### config.mk
export PLATFORM = sky130hd
export DESIGN_NAME = tlv_record_parser
export DESIGN_NICKNAME = d
export VERILOG_FILES = /design/src/rtl/core/tlvp_pkg.sv /design/src/rtl/core/tlvp_in_reg.sv /design/src/rtl/core/tlvp_parser.sv /design/src/rtl/core/tlv_record_parser.sv
export VERILOG_INCLUDE_DIRS = /design/src /design/src/rtl/core
export SDC_FILE = /design/constraint.sdc
export NUM_CORES = 1
export LEC_CHECK = 0
export BUFFER_PORTS_ARGS = -buffer_cell sky130_fd_sc_hd__buf_2
export CORE_MARGIN = 1.5
export CORE_UTILIZATION = 60
export CTS_BUF_LIST = sky130_fd_sc_hd__clkbuf_4 sky130_fd_sc_hd__clkbuf_8
export DETAILED_ROUTE_END_ITERATION = 8
export PLACE_DENSITY_LB_ADDON = 0.1
export RECOVER_POWER = 50
export SYNTH_ARGS = -nofsm -noshare
export SYNTH_HDL_FRONTEND = slang
export SYNTH_HIERARCHICAL = 1
export SYNTH_SLANG_ARGS = --single-unit
### constraint.sdc
create_clock -name clk -period 25 [get_ports clk]
set_input_delay 1.25 -clock clk [delete_from_list [all_inputs] [get_ports clk]]
set_output_delay 1.25 -clock clk [all_outputs]
set_load 0.01 [all_outputs]
### src/rtl/core/tlv_record_parser_macros.svh
// Assertion macros used by the record parser RTL.
// Files that check their own logic include this header by its bare name.
`ifndef TLV_RECORD_PARSER_MACROS_SVH
`define TLV_RECORD_PARSER_MACROS_SVH
`ifndef SYNTH
// Property checked at every clock edge outside of reset.
`define TLVP_ASSERT(label, clk, rst_n, prop) \
	label: assert property (@(posedge clk) disable iff (!rst_n) prop) \
		else $error("tlvp assertion failed");
// Property checked at every clock edge, reset included.
`define TLVP_ASSERT_ALWAYS(label, clk, prop) \
	label: assert property (@(posedge clk) prop) \
		else $error("tlvp assertion failed");
`else
`define TLVP_ASSERT(label, clk, rst_n, prop)
`define TLVP_ASSERT_ALWAYS(label, clk, prop)
`endif
`endif

### src/rtl/core/tlvp_pkg.sv
// Types, codes and helper functions of the record parser.
// No dependencies; used by every module of the block.
`timescale 1ns / 1ps
`default_nettype none
package tlvp_pkg;

	// Default width in bytes of the long scalar type.
	localparam int unsigned LONG_BYTES_DEF = 8;
	// Header: one type byte and four little-endian length bytes.
	localparam int unsigned HEADER_BYTES = 5;
	localparam int unsigned LEN_BYTES = HEADER_BYTES - 1;

	// Field widths of the result item.
	localparam int unsigned TYPE_W = 8;
	localparam int unsigned LEN_W = 32;
	localparam int unsigned VALUE_W = 64;
	localparam int unsigned BYTE_W = 8;
	localparam int unsigned KIND_W = 2;
	localparam int unsigned RES_DATA_W = TYPE_W + LEN_W + VALUE_W + BYTE_W;

	// Type codes.
	localparam logic [TYPE_W-1:0] TYPE_U8 = 8'd0;
	localparam logic [TYPE_W-1:0] TYPE_U16 = 8'd1;
	localparam logic [TYPE_W-1:0] TYPE_U32 = 8'd2;
	localparam logic [TYPE_W-1:0] TYPE_LONG = 8'd3;
	localparam logic [TYPE_W-1:0] TYPE_BYTES = 8'd4;

	// Result kinds.
	typedef enum logic [KIND_W-1:0] {
		KIND_SCALAR  = 2'd0,
		KIND_PAYLOAD = 2'd1,
		KIND_EMPTY   = 2'd2,
		KIND_UNKNOWN = 2'd3
	} kind_t;

	// Parser phases.
	typedef enum logic [1:0] {
		PH_TYPE    = 2'd0,
		PH_LEN     = 2'd1,
		PH_SCALAR  = 2'd2,
		PH_PAYLOAD = 2'd3
	} phase_t;

	// One registered input item on its way to the parser.
	typedef struct packed {
		logic              valid;
		logic [BYTE_W-1:0] data;
	} byte_item_t;

	// Width in bytes of a scalar type; the long type and anything above use long_bytes.
	function automatic logic [3:0] scalar_width(input logic [TYPE_W-1:0] t,
		input logic [3:0] long_bytes);
		logic [3:0] w;
		case (t)
			TYPE_U8: begin
				w = 4'd1;
			end
			TYPE_U16: begin
				w = 4'd2;
			end
			TYPE_U32: begin
				w = 4'd4;
			end
			default: begin
				w = long_bytes;
			end
		endcase
		return w;
	endfunction

endpackage
`default_nettype wire

### src/rtl/core/tlvp_in_reg.sv
// Input register of the record parser: holds one stream byte for the parser.
// Depends on tlvp_pkg.
`timescale 1ns / 1ps
`default_nettype none
module tlvp_in_reg
	import tlvp_pkg::*;
(
	input  wire logic              clk,
	input  wire logic              arst_n,
	input  wire logic              s_tvalid,
	output logic                   s_tready,
	input  wire logic [BYTE_W-1:0] s_tdata,   // data_byte
	input  wire logic              take,
	output byte_item_t             item
);

	logic              valid_q;
	logic [BYTE_W-1:0] data_q;

	// The register is free when empty or when the parser takes its item now.
	assign s_tready = !valid_q || take;

	always_ff @(posedge clk or negedge arst_n) begin
		if (!arst_n) begin
			valid_q <= 1'b0;
		end else if (s_tready) begin
			valid_q <= s_tvalid;
		end
	end

	// Data register needs no reset.
	always_ff @(posedge clk) begin
		if (s_tready && s_tvalid) begin
			data_q <= s_tdata;
		end
	end

	assign item = '{valid: valid_q, data: data_q};

endmodule
`default_nettype wire

### src/rtl/core/tlvp_parser.sv
// Record parser state machine and result register.
// Depends on tlvp_pkg and tlv_record_parser_macros.svh.
`timescale 1ns / 1ps
`default_nettype none
`include "tlv_record_parser_macros.svh"
module tlvp_parser
	import tlvp_pkg::*;
#(
	parameter int unsigned LONG_BYTES = LONG_BYTES_DEF
) (
	input  wire logic                  clk,
	input  wire logic                  arst_n,
	input  wire byte_item_t            item,
	output logic                       take,
	output logic                       m_tvalid,
	input  wire logic                  m_tready,
	output logic [RES_DATA_W-1:0]      m_tdata,   // type_code, record_length, scalar_value, payload_byte
	output logic [KIND_W-1:0]          m_tuser,   // result_kind
	output logic                       m_tlast    // last
);

	localparam logic [3:0] LONG_W = 4'(LONG_BYTES);

	phase_t              phase_q, phase_d;
	logic [LEN_W-1:0]    cnt_q, cnt_d, cnt_inc;
	logic [TYPE_W-1:0]   type_q, type_d;
	logic [LEN_W-1:0]    len_q, len_d;
	logic [VALUE_W-1:0]  acc_q, acc_d;

	logic                emit;
	kind_t               kind_d;
	logic [VALUE_W-1:0]  value_d;
	logic [BYTE_W-1:0]   pbyte_d;
	logic                last_d;

	logic                res_valid_q;
	kind_t               res_kind_q;
	logic [TYPE_W-1:0]   res_type_q;
	logic [LEN_W-1:0]    res_len_q;
	logic [VALUE_W-1:0]  res_value_q;
	logic [BYTE_W-1:0]   res_pbyte_q;
	logic                res_last_q;

	logic                out_free;
	logic                fire;

	// An item is processed whenever the result register can take its result.
	assign out_free = !res_valid_q || m_tready;
	assign take = out_free;
	assign fire = item.valid && out_free;
	assign cnt_inc = cnt_q + 32'd1;

	// Phase register.
	always_ff @(posedge clk or negedge arst_n) begin
		if (!arst_n) begin
			phase_q <= PH_TYPE;
		end else if (fire) begin
			phase_q <= phase_d;
		end
	end

	// Next phase, header and value assembly, and the result of this item.
	always_comb begin
		phase_d = phase_q;
		cnt_d = cnt_q;
		type_d = type_q;
		len_d = len_q;
		acc_d = acc_q;
		emit = 1'b0;
		kind_d = KIND_SCALAR;
		value_d = '0;
		pbyte_d = '0;
		last_d = 1'b0;
		case (phase_q)
			PH_TYPE: begin
				type_d = item.data;
				len_d = '0;
				cnt_d = '0;
				phase_d = PH_LEN;
			end
			PH_LEN: begin
				len_d = len_q | ({24'd0, item.data} << {cnt_q[1:0], 3'b000});
				cnt_d = cnt_inc;
				if (cnt_inc == 32'(LEN_BYTES)) begin
					cnt_d = '0;
					acc_d = '0;
					if (type_q <= TYPE_LONG) begin
						phase_d = PH_SCALAR;
					end else if (type_q == TYPE_BYTES) begin
						if (len_d != '0) begin
							phase_d = PH_PAYLOAD;
						end else begin
							phase_d = PH_TYPE;
							emit = 1'b1;
							kind_d = KIND_EMPTY;
							last_d = 1'b1;
						end
					end else begin
						phase_d = PH_TYPE;
						emit = 1'b1;
						kind_d = KIND_UNKNOWN;
						last_d = 1'b1;
					end
				end
			end
			PH_SCALAR: begin
				acc_d = acc_q | ({56'd0, item.data} << {cnt_q[2:0], 3'b000});
				cnt_d = cnt_inc;
				if (cnt_inc[3:0] >= scalar_width(type_q, LONG_W)) begin
					phase_d = PH_TYPE;
					cnt_d = '0;
					emit = 1'b1;
					kind_d = KIND_SCALAR;
					value_d = acc_d;
					last_d = 1'b1;
				end
			end
			PH_PAYLOAD: begin
				cnt_d = cnt_inc;
				emit = 1'b1;
				kind_d = KIND_PAYLOAD;
				pbyte_d = item.data;
				if (cnt_inc >= len_q) begin
					phase_d = PH_TYPE;
					cnt_d = '0;
					last_d = 1'b1;
				end
			end
			default: begin
				phase_d = PH_TYPE;
			end
		endcase
	end

	// Counter and record registers.
	always_ff @(posedge clk or negedge arst_n) begin
		if (!arst_n) begin
			cnt_q <= '0;
			type_q <= '0;
			len_q <= '0;
			acc_q <= '0;
		end else if (fire) begin
			cnt_q <= cnt_d;
			type_q <= type_d;
			len_q <= len_d;
			acc_q <= acc_d;
		end
	end

	// Result valid flag: set by an item that yields a result, cleared when taken.
	always_ff @(posedge clk or negedge arst_n) begin
		if (!arst_n) begin
			res_valid_q <= 1'b0;
		end else if (out_free) begin
			res_valid_q <= fire && emit;
		end
	end

	// Result payload registers.
	always_ff @(posedge clk) begin
		if (fire && emit) begin
			res_kind_q <= kind_d;
			res_type_q <= type_d;
			res_len_q <= len_d;
			res_value_q <= value_d;
			res_pbyte_q <= pbyte_d;
			res_last_q <= last_d;
		end
	end

	assign m_tvalid = res_valid_q;
	assign m_tuser = res_kind_q;
	assign m_tdata = {res_pbyte_q, res_value_q, res_len_q, res_type_q};
	assign m_tlast = res_last_q;

	// Checks on the phase counter and on the results.
	`TLVP_ASSERT(a_type_cnt_clear, clk, arst_n, (phase_q == PH_TYPE) |-> (cnt_q == '0))
	`TLVP_ASSERT(a_len_cnt_range, clk, arst_n, (phase_q == PH_LEN) |-> (cnt_q < 32'(LEN_BYTES)))
	`TLVP_ASSERT(a_scalar_cnt_range, clk, arst_n,
		(phase_q == PH_SCALAR) |-> (cnt_q < 32'(LONG_BYTES)))
	`TLVP_ASSERT(a_single_result_last, clk, arst_n,
		(res_valid_q && (res_kind_q != KIND_PAYLOAD)) |-> res_last_q)
	`TLVP_ASSERT(a_value_only_scalar, clk, arst_n,
		(res_valid_q && (res_kind_q != KIND_SCALAR)) |-> (res_value_q == '0))

endmodule
`default_nettype wire

### src/rtl/core/tlv_record_parser.sv
// Top level of the type-length-value record parser.
// Depends on tlvp_pkg, tlvp_in_reg and tlvp_parser.
//
// Usage:
//   The slave channel (s_tvalid, s_tready, s_tdata) takes the encoded stream,
//   one byte per item. Records follow each other with no gap: a type byte, a
//   four-byte little-endian length, then the payload.
//   The master channel (m_tvalid, m_tready, m_tdata, m_tuser, m_tlast) gives at
//   most one result item per input byte. m_tuser holds the result kind, m_tlast
//   marks the final result of a record.
//   A byte that completes a result passes the input register, then the result
//   register, whose valid flag drives m_tvalid.
//   Throughput: one byte per cycle while results are taken, set by the
//   combinational parser update between the input and result registers.
//   When the receiver stalls, the result register holds its item and the input
//   register holds one more byte; s_tready then falls until the result is taken.
//   Bytes that yield no result still need a free result register to pass.
//   Reset (arst_n low) empties both registers and returns the parser to
//   expecting a type byte.
`timescale 1ns / 1ps
`default_nettype none
module tlv_record_parser
	import tlvp_pkg::*;
#(
	parameter int unsigned LONG_BYTES = LONG_BYTES_DEF
) (
	input  wire logic                  clk,
	input  wire logic                  arst_n,
	input  wire logic                  s_tvalid,
	output logic                       s_tready,
	input  wire logic [BYTE_W-1:0]     s_tdata,   // data_byte
	output logic                       m_tvalid,
	input  wire logic                  m_tready,
	output logic [RES_DATA_W-1:0]      m_tdata,   // type_code, record_length, scalar_value, payload_byte
	output logic [KIND_W-1:0]          m_tuser,   // result_kind
	output logic                       m_tlast    // last
);

	byte_item_t item;
	logic       take;

	// Input register.
	tlvp_in_reg u_in_reg (
		.clk      (clk),
		.arst_n   (arst_n),
		.s_tvalid (s_tvalid),
		.s_tready (s_tready),
		.s_tdata  (s_tdata),
		.take     (take),
		.item     (item)
	);

	// Parser and result register.
	tlvp_parser #(
		.LONG_BYTES (LONG_BYTES)
	) u_parser (
		.clk      (clk),
		.arst_n   (arst_n),
		.item     (item),
		.take     (take),
		.m_tvalid (m_tvalid),
		.m_tready (m_tready),
		.m_tdata  (m_tdata),
		.m_tuser  (m_tuser),
		.m_tlast  (m_tlast)
	);

endmodule
`default_nettype wire

**After elaboration in Yosys (flattened, before gate mapping)**

Index checks and enable logic that the tools add are counted.
W data, S select, Z words.

- Output and inout bits: 117
- Bits of input ports: 12
- Word-level logic and storage cells: 76
- Bits in registers: 263

- $lt $le $gt $ge: 3
- Mux-type cells: 30
- Bitwise operators: 2
- Equality and inequality tests: 10
- Add/subtract/negate cells: 1
- Shift-type cells: 2
- Reductions and logical operators: 14

Operators with widths:

| kind | count |
|---|---|
| $pmux W32 S4 | 1 |
| $pmux W64 S2 | 1 |
| $mux W32 | 3 |
| $mux W64 | 1 |
| $or A64 B64 Y64 | 1 |
| $pmux W32 S2 | 1 |
| $shl A8 B6 Y64 | 1 |
| $add A32 B1 Y32 const B | 1 |
| $eq A32 B3 Y1 const B | 1 |
| $ge A32 B32 Y1 | 1 |
| $or A32 B32 Y32 | 1 |
| $reduce_bool A32 Y1 | 1 |
| $shl A8 B5 Y32 | 1 |
| $mux W2 | 10 |
| $pmux W4 S3 | 1 |
| $eq A8 B1 Y1 const B | 1 |
| $eq A8 B2 Y1 const B | 1 |
| $eq A8 B3 Y1 const B | 1 |
| $le A8 B2 Y1 const B | 1 |
| $logic_not A8 Y1 | 1 |
| $mux W8 | 1 |
| $pmux W2 S4 | 1 |
| $mux W1 | 6 |
| $ne A2 B1 Y1 const B | 3 |
| 14 further kinds | 20 |

**Logic depth before layout (Yosys ltp)**

- Depth in word-level cells: 9
- Gate-level depth with buffers: 17
- Mapped depth without buffers: 15

**Cells and area by module**

The synthesis kept the hierarchy.

Modules (own cells, without submodules):

| module | times used | area each (sq um) | cells each | sequential area each (sq um) |
|---|---|---|---|---|
| tlvp_parser | 1 | 12658.4 | 1292 | 6931.6 |
| tlvp_in_reg | 1 | 301.5 | 13 | 265.3 |

**Worst setup path after synthesis**

No wires, ideal clock.

- Kind: register to register
- Start point: reg u_parser.cnt_q[0]
- End point: reg u_parser.res_last_q, in the netlist u_parser/m_tlast, enable pin
- Cell stages (with the launch flop): 10
- Arrival time: 7.496 ns
- Library setup time: 0.591 ns
- Setup slack: 16.913 ns
- Buffers on the path: 0
- Cell sequence: dfrtp_1 -> ha_1 -> nand3_1 -> or4_4 -> nor3_4 -> a31oi_1 -> or4_1 -> nor4_1 -> a31oi_1 -> nor2_1

- Cells in the longest elaborated chain, start to end: 9
- Elaborated cells between the ends (all ways): 13
- Those cells by class: add/sub (1); order compare (1); eq/ne (1); shift (1); mux (6); bitwise (1); reduce/logical (2)

RTL lines:

| element | RTL line | text |
|---|---|---|
| start: declaration | tlvp_parser.sv:25 | `logic [LEN_W-1:0] cnt_q, cnt_d, cnt_inc;` |
| start signal: assignment | tlvp_parser.sv:143 | `cnt_q <= cnt_d;` |
| parallel branches: the longest is 7 deep, another holds $add A32 B1 Y32 | n/a |  |
| $pmux W1 S3 * | tlvp_parser.sv:74 | `case (phase_q)` |
| $logic_and A1 B1 Y1 * | tlvp_parser.sv:161 | `if (fire && emit) begin` |
| end signal: assignment | tlvp_parser.sv:167 | `res_last_q <= last_d;` |
| end: declaration | tlvp_parser.sv:42 | `logic res_last_q;` |

Every way passes the cells marked *.
A chain may end at the register's enable or synchronous reset.

==> key figures <==
Outcome
  • Failing checks: max-capacitance violations, max-slew violations
  • Status: finished, violations left

Critical path
  • Buffers & Inverters on Critical Path: 2
  • Worst r2r path cells: 10
  • Worst endpoint required time: 25.04 ns
  • Crit path top cell by count: sky130_fd_sc_hd__clkbuf_1
  • Worst-case register-to-register setup slack: 19.33 ns
  • Cell with the biggest individual delay on the critical path: sky130_fd_sc_hd__clkbuf_1
  • Largest stage delay on the critical path: 3.43 ns
  • Crit start category: primary input
  • Type of the worst setup path: primary input to async pin
  • Reg2reg start: u_parser/cnt_q[1]
  • Critical R2R Capture: u_parser/res_len_q[16]
  • Biggest fanout along the worst timing path: 90
  • Critical path capture point type: async pin
  • Cell-by-cell listing of the critical path: clkbuf_1, clkbuf_1
  • Dominant delay contributor by cell family on the critical path: buffers and inverters
  • Endpoint arrival time on the critical path: 6.91 ns
  • Crit. Startpoint: arst_n

Clock network
  • Buffers inserted by post-CTS timing repair: 0
  • Total number of H-tree levels: 2
  • Total of cells resized after clock tree synthesis: 0
  • Total CTS buffers: 42
  • TritonCTS clock tree: yes
  • Hold-fix buffer count after cts: 0
  • Sinks on the clock net: 263
  • Worst-path clk slew: 0.06 ns
  • Library cell used as clock root buffer: sky130_fd_sc_hd__clkbuf_8
  • Insertion delay of the later-clocked pin in the worst-skew pair: 0.55 ns
  • CTS Buffer Depth: 3

Yosys
  • Post-synth EDFFs: 123
  • Most common cell in the synthesized netlist: sky130_fd_sc_hd__nor2_1
  • Distinct cell type count after synthesis: 68
  • Post-synthesis share of cell area spent on full adders, half adders and majority gates: 3.57%
  • Post-synthesis simple-gate area fraction: 17.3%
  • Synthesized netlist cell count: 1305
  • Synthesized-area fraction occupied by ao, oa, aoi and oai cells: 14.9%
  • Primary FF master, synth: sky130_fd_sc_hd__dfrtp_1
  • Count of synthesis-stage warnings from yosys: 6
  • Fraction of synthesized cell area in xor and xnor cells: 1.35%
  • Share of flip-flops with an asynchronous set or reset: 53.2%
  • Number of synthesized register bits: 263
  • Fraction of post-synthesis cell area in the top cell type by area: 28.5%
  • Biggest area consumer among synthesized cells: sky130_fd_sc_hd__edfxtp_1
  • Post-Synthesis Net Count: 1354
  • Top cell types by occurrence after synthesis: sky130_fd_sc_hd__nor2_1, sky130_fd_sc_hd__a31oi_1, sky130_fd_sc_hd__dfrtp_1
  • Cell area after synthesis: 0.0130 mm2
  • Main combinational cell family by area after synthesis: simple AND/OR/NAND/NOR gates
  • Sequential area share after synthesis: 55.5%
  • Share of synthesized area spent on multiplexers: 1.71%
  • Leading post-synthesis cells by cell area: sky130_fd_sc_hd__edfxtp_1, sky130_fd_sc_hd__dfrtp_1, sky130_fd_sc_hd__a31oi_1, sky130_fd_sc_hd__nor2_1, sky130_fd_sc_hd__nand2_1
  • Average instance area after synthesis: 9.93 um2

STA
  • Max Freq: 0.146 GHz
  • Normalized max-slew margin: -233%
  • Worst Skew: 0.0229 ns
  • Hold violation total from the final report: 0
  • Fin crit share: 27.5%
  • Unrepaired setup endpoints after global routing: false
  • Setup TNS: 0 ns
  • Number of max-slew violations in the final report: 227
  • Transition time of the tightest slew-check pin: 4.99 ns
  • Fin crit period: 6.87 ns
  • Final setup violation count: 0

GRT
  • Final global-route overflow total: 0
  • Vias in the first global route: 9677
  • Total global routing track utilization: 30.1%
  • Largest net degree at the start of global routing: 91
  • Initial antenna violation count: 0
  • Wire length of the first global-routing pass: 52.6 mm

Worst hold path
  • Cell depth of the worst hold path: 2
  • Source of the worst hold timing path: u_parser/type_q[4]
  • Hold crit path type: flop to flop
  • Destination of the worst hold path: u_parser/type_q[4]

Layout
  • Layout cell share with drive strength beyond 1: 10.7%
  • Final layout net count: 1437
  • Antenna diodes: 0
  • Number of fill cells: 1645
  • Area growth from synthesis to layout: 11.6%

Routing
  • Vias: 10614
  • Number of DRC markers after the initial detailed-route iteration: 1035
  • Number of antenna-violating nets in the routed design: 0
  • Per-cell via count in the routed design: 6.26
  • DRC violation count after routing: 0
  • Average routed wire per standard cell: 19.8 um
  • First-pass detailed-route iteration total: 6
  • Final wirelength: 33.6 mm

Die
  • Die extent in y: 150 um
  • Total Die Area: 0.0225 mm2
  • Die extent in x: 150 um
  • I/O pins: 129
  • Core Footprint: 0.0211 mm2
  • Effective utilization at floorplan: 61.5%
  • Std-Cell Rows: 53

Place
  • Count of input and output buffers: 128
  • HPWL after detailed placement: 21.3 mm
  • Global placer's final weighted congestion: 0.974

Power and ir drop
  • Pwr dens: 84.0 mW/mm2
  • Peak supply drop: 0.0000411 V
  • Post-layout power: 1220 uW
  • Standby leakage power: 0.00594 uW

Job
  • Maximum capacitance violations: 4
[placed cells by master (no fill, tap or decap), drive strengths merged, types with 4 or more instances in the layout]
cell and n:
clkbuf 173, nor2 168, a31oi 146, dfrtp 140, nand2 139, edfxtp 123, inv 78, o21ai 60
buf 43, ha 37, nand4 29, o22ai 26, nor3 21, nand3 20, a21oi 18, nor4 17
mux2 17, xnor2 16, or3 13, or4 12, and2 12, and3 8, o211ai 8, clkinv 8
nand2b 7, and4 7, o31ai 7, a21o 5, a41oi 5, nor2b 5, xor2 4, a211oi 4
o41ai 4, o221ai 4
[report_power, final]
group | internal [uW] | switching, uW | total, uW | leakage [uW]
Combinational | 94.6 | 180 | 275 | 0.00241
Sequential | 498 | 43.8 | 542 | 0.00304
Clock | 235 | 164 | 399 | 0.000492
[cell type report]
type,count,area [um2],share of cell area (%)
timing repair buffer,149,658,4.55
clock inverter,10,124,0.856
tap,275,344,2.38
inverter,80,300,2.08
sequential,263,7200,49.8
multi-input combinational,852,5040,34.8
clock buffer,67,803,5.55
[flip-flops by register name (all words and copies together) (netlist names)]
name / flops
u_parser/res_len_q: 32
u_parser/m_tlast: 1
u_parser/res_value_q: 64
u_parser/res_type_q: 8
u_parser/type_q: 8
u_parser/m_tuser: 2
u_parser/acc_q: 64
u_parser/len_q: 32
u_in_reg/valid_q: 1
u_parser/m_tvalid: 1
u_parser/phase_q: 2
u_parser/res_pbyte_q: 8
u_in_reg/data_q: 8
u_parser/cnt_q: 32
[metal layers]
| metal | track usage (%) | routed length, um |
|---|---|---|
| met5 | 0 | 0 |
| met4 | 9.80 | 839 |
| met3 | 4.48 | 3040 |
| met2 | 47.7 | 16000 |
| met1 | 42.9 | 13800 |
[worst max path at each step]
stage,endpoint,slack (ns),depth (start not counted)
after CTS,u_parser/res_value_q[28],19.37,10
after global routing,u_parser/cnt_q[1],16.82,2
after detailed placement,u_parser/res_value_q[9],19.39,10
after floorplan,u_parser/m_tlast,16.91,9
final,u_parser/len_q[26],18.13,2
after global placement,u_parser/res_value_q[45],19.62,10
[metrics by stage]
step | cells | setup WS [ns] | utilization, % | hold slack (ns) | cell area (um2)
2_1_floorplan | 1305 | 16.91 | - | 0.463 | 13000
3_3_place_gp | 1619 | 19.62 | 64.9 | 0.475 | 13700
3_5_place_dp | 1619 | 19.39 | 64.9 | 0.484 | 13700
4_1_cts | 1696 | 19.37 | 69.3 | 0.497 | 14600
5_1_grt | 1696 | 16.82 | 68.6 | 0.512 | 14500
6_report | 1696 | 18.13 | 68.6 | 0.497 | 14500
[cell families (layout without fill, tap and decap cells)]
kind of cell / after synthesis / after routing
adders and majority gates: 37 / 37
muxes: 20 / 20
DFF: 263 / 263
AOI/OAI and AO/OA: 304 / 304
and+or+nand+nor: 471 / 471
buffers and inverters: 190 / 306
xor gates and xnor gates: 20 / 20
Note: power is estimated with default switching activity, not from simulation.
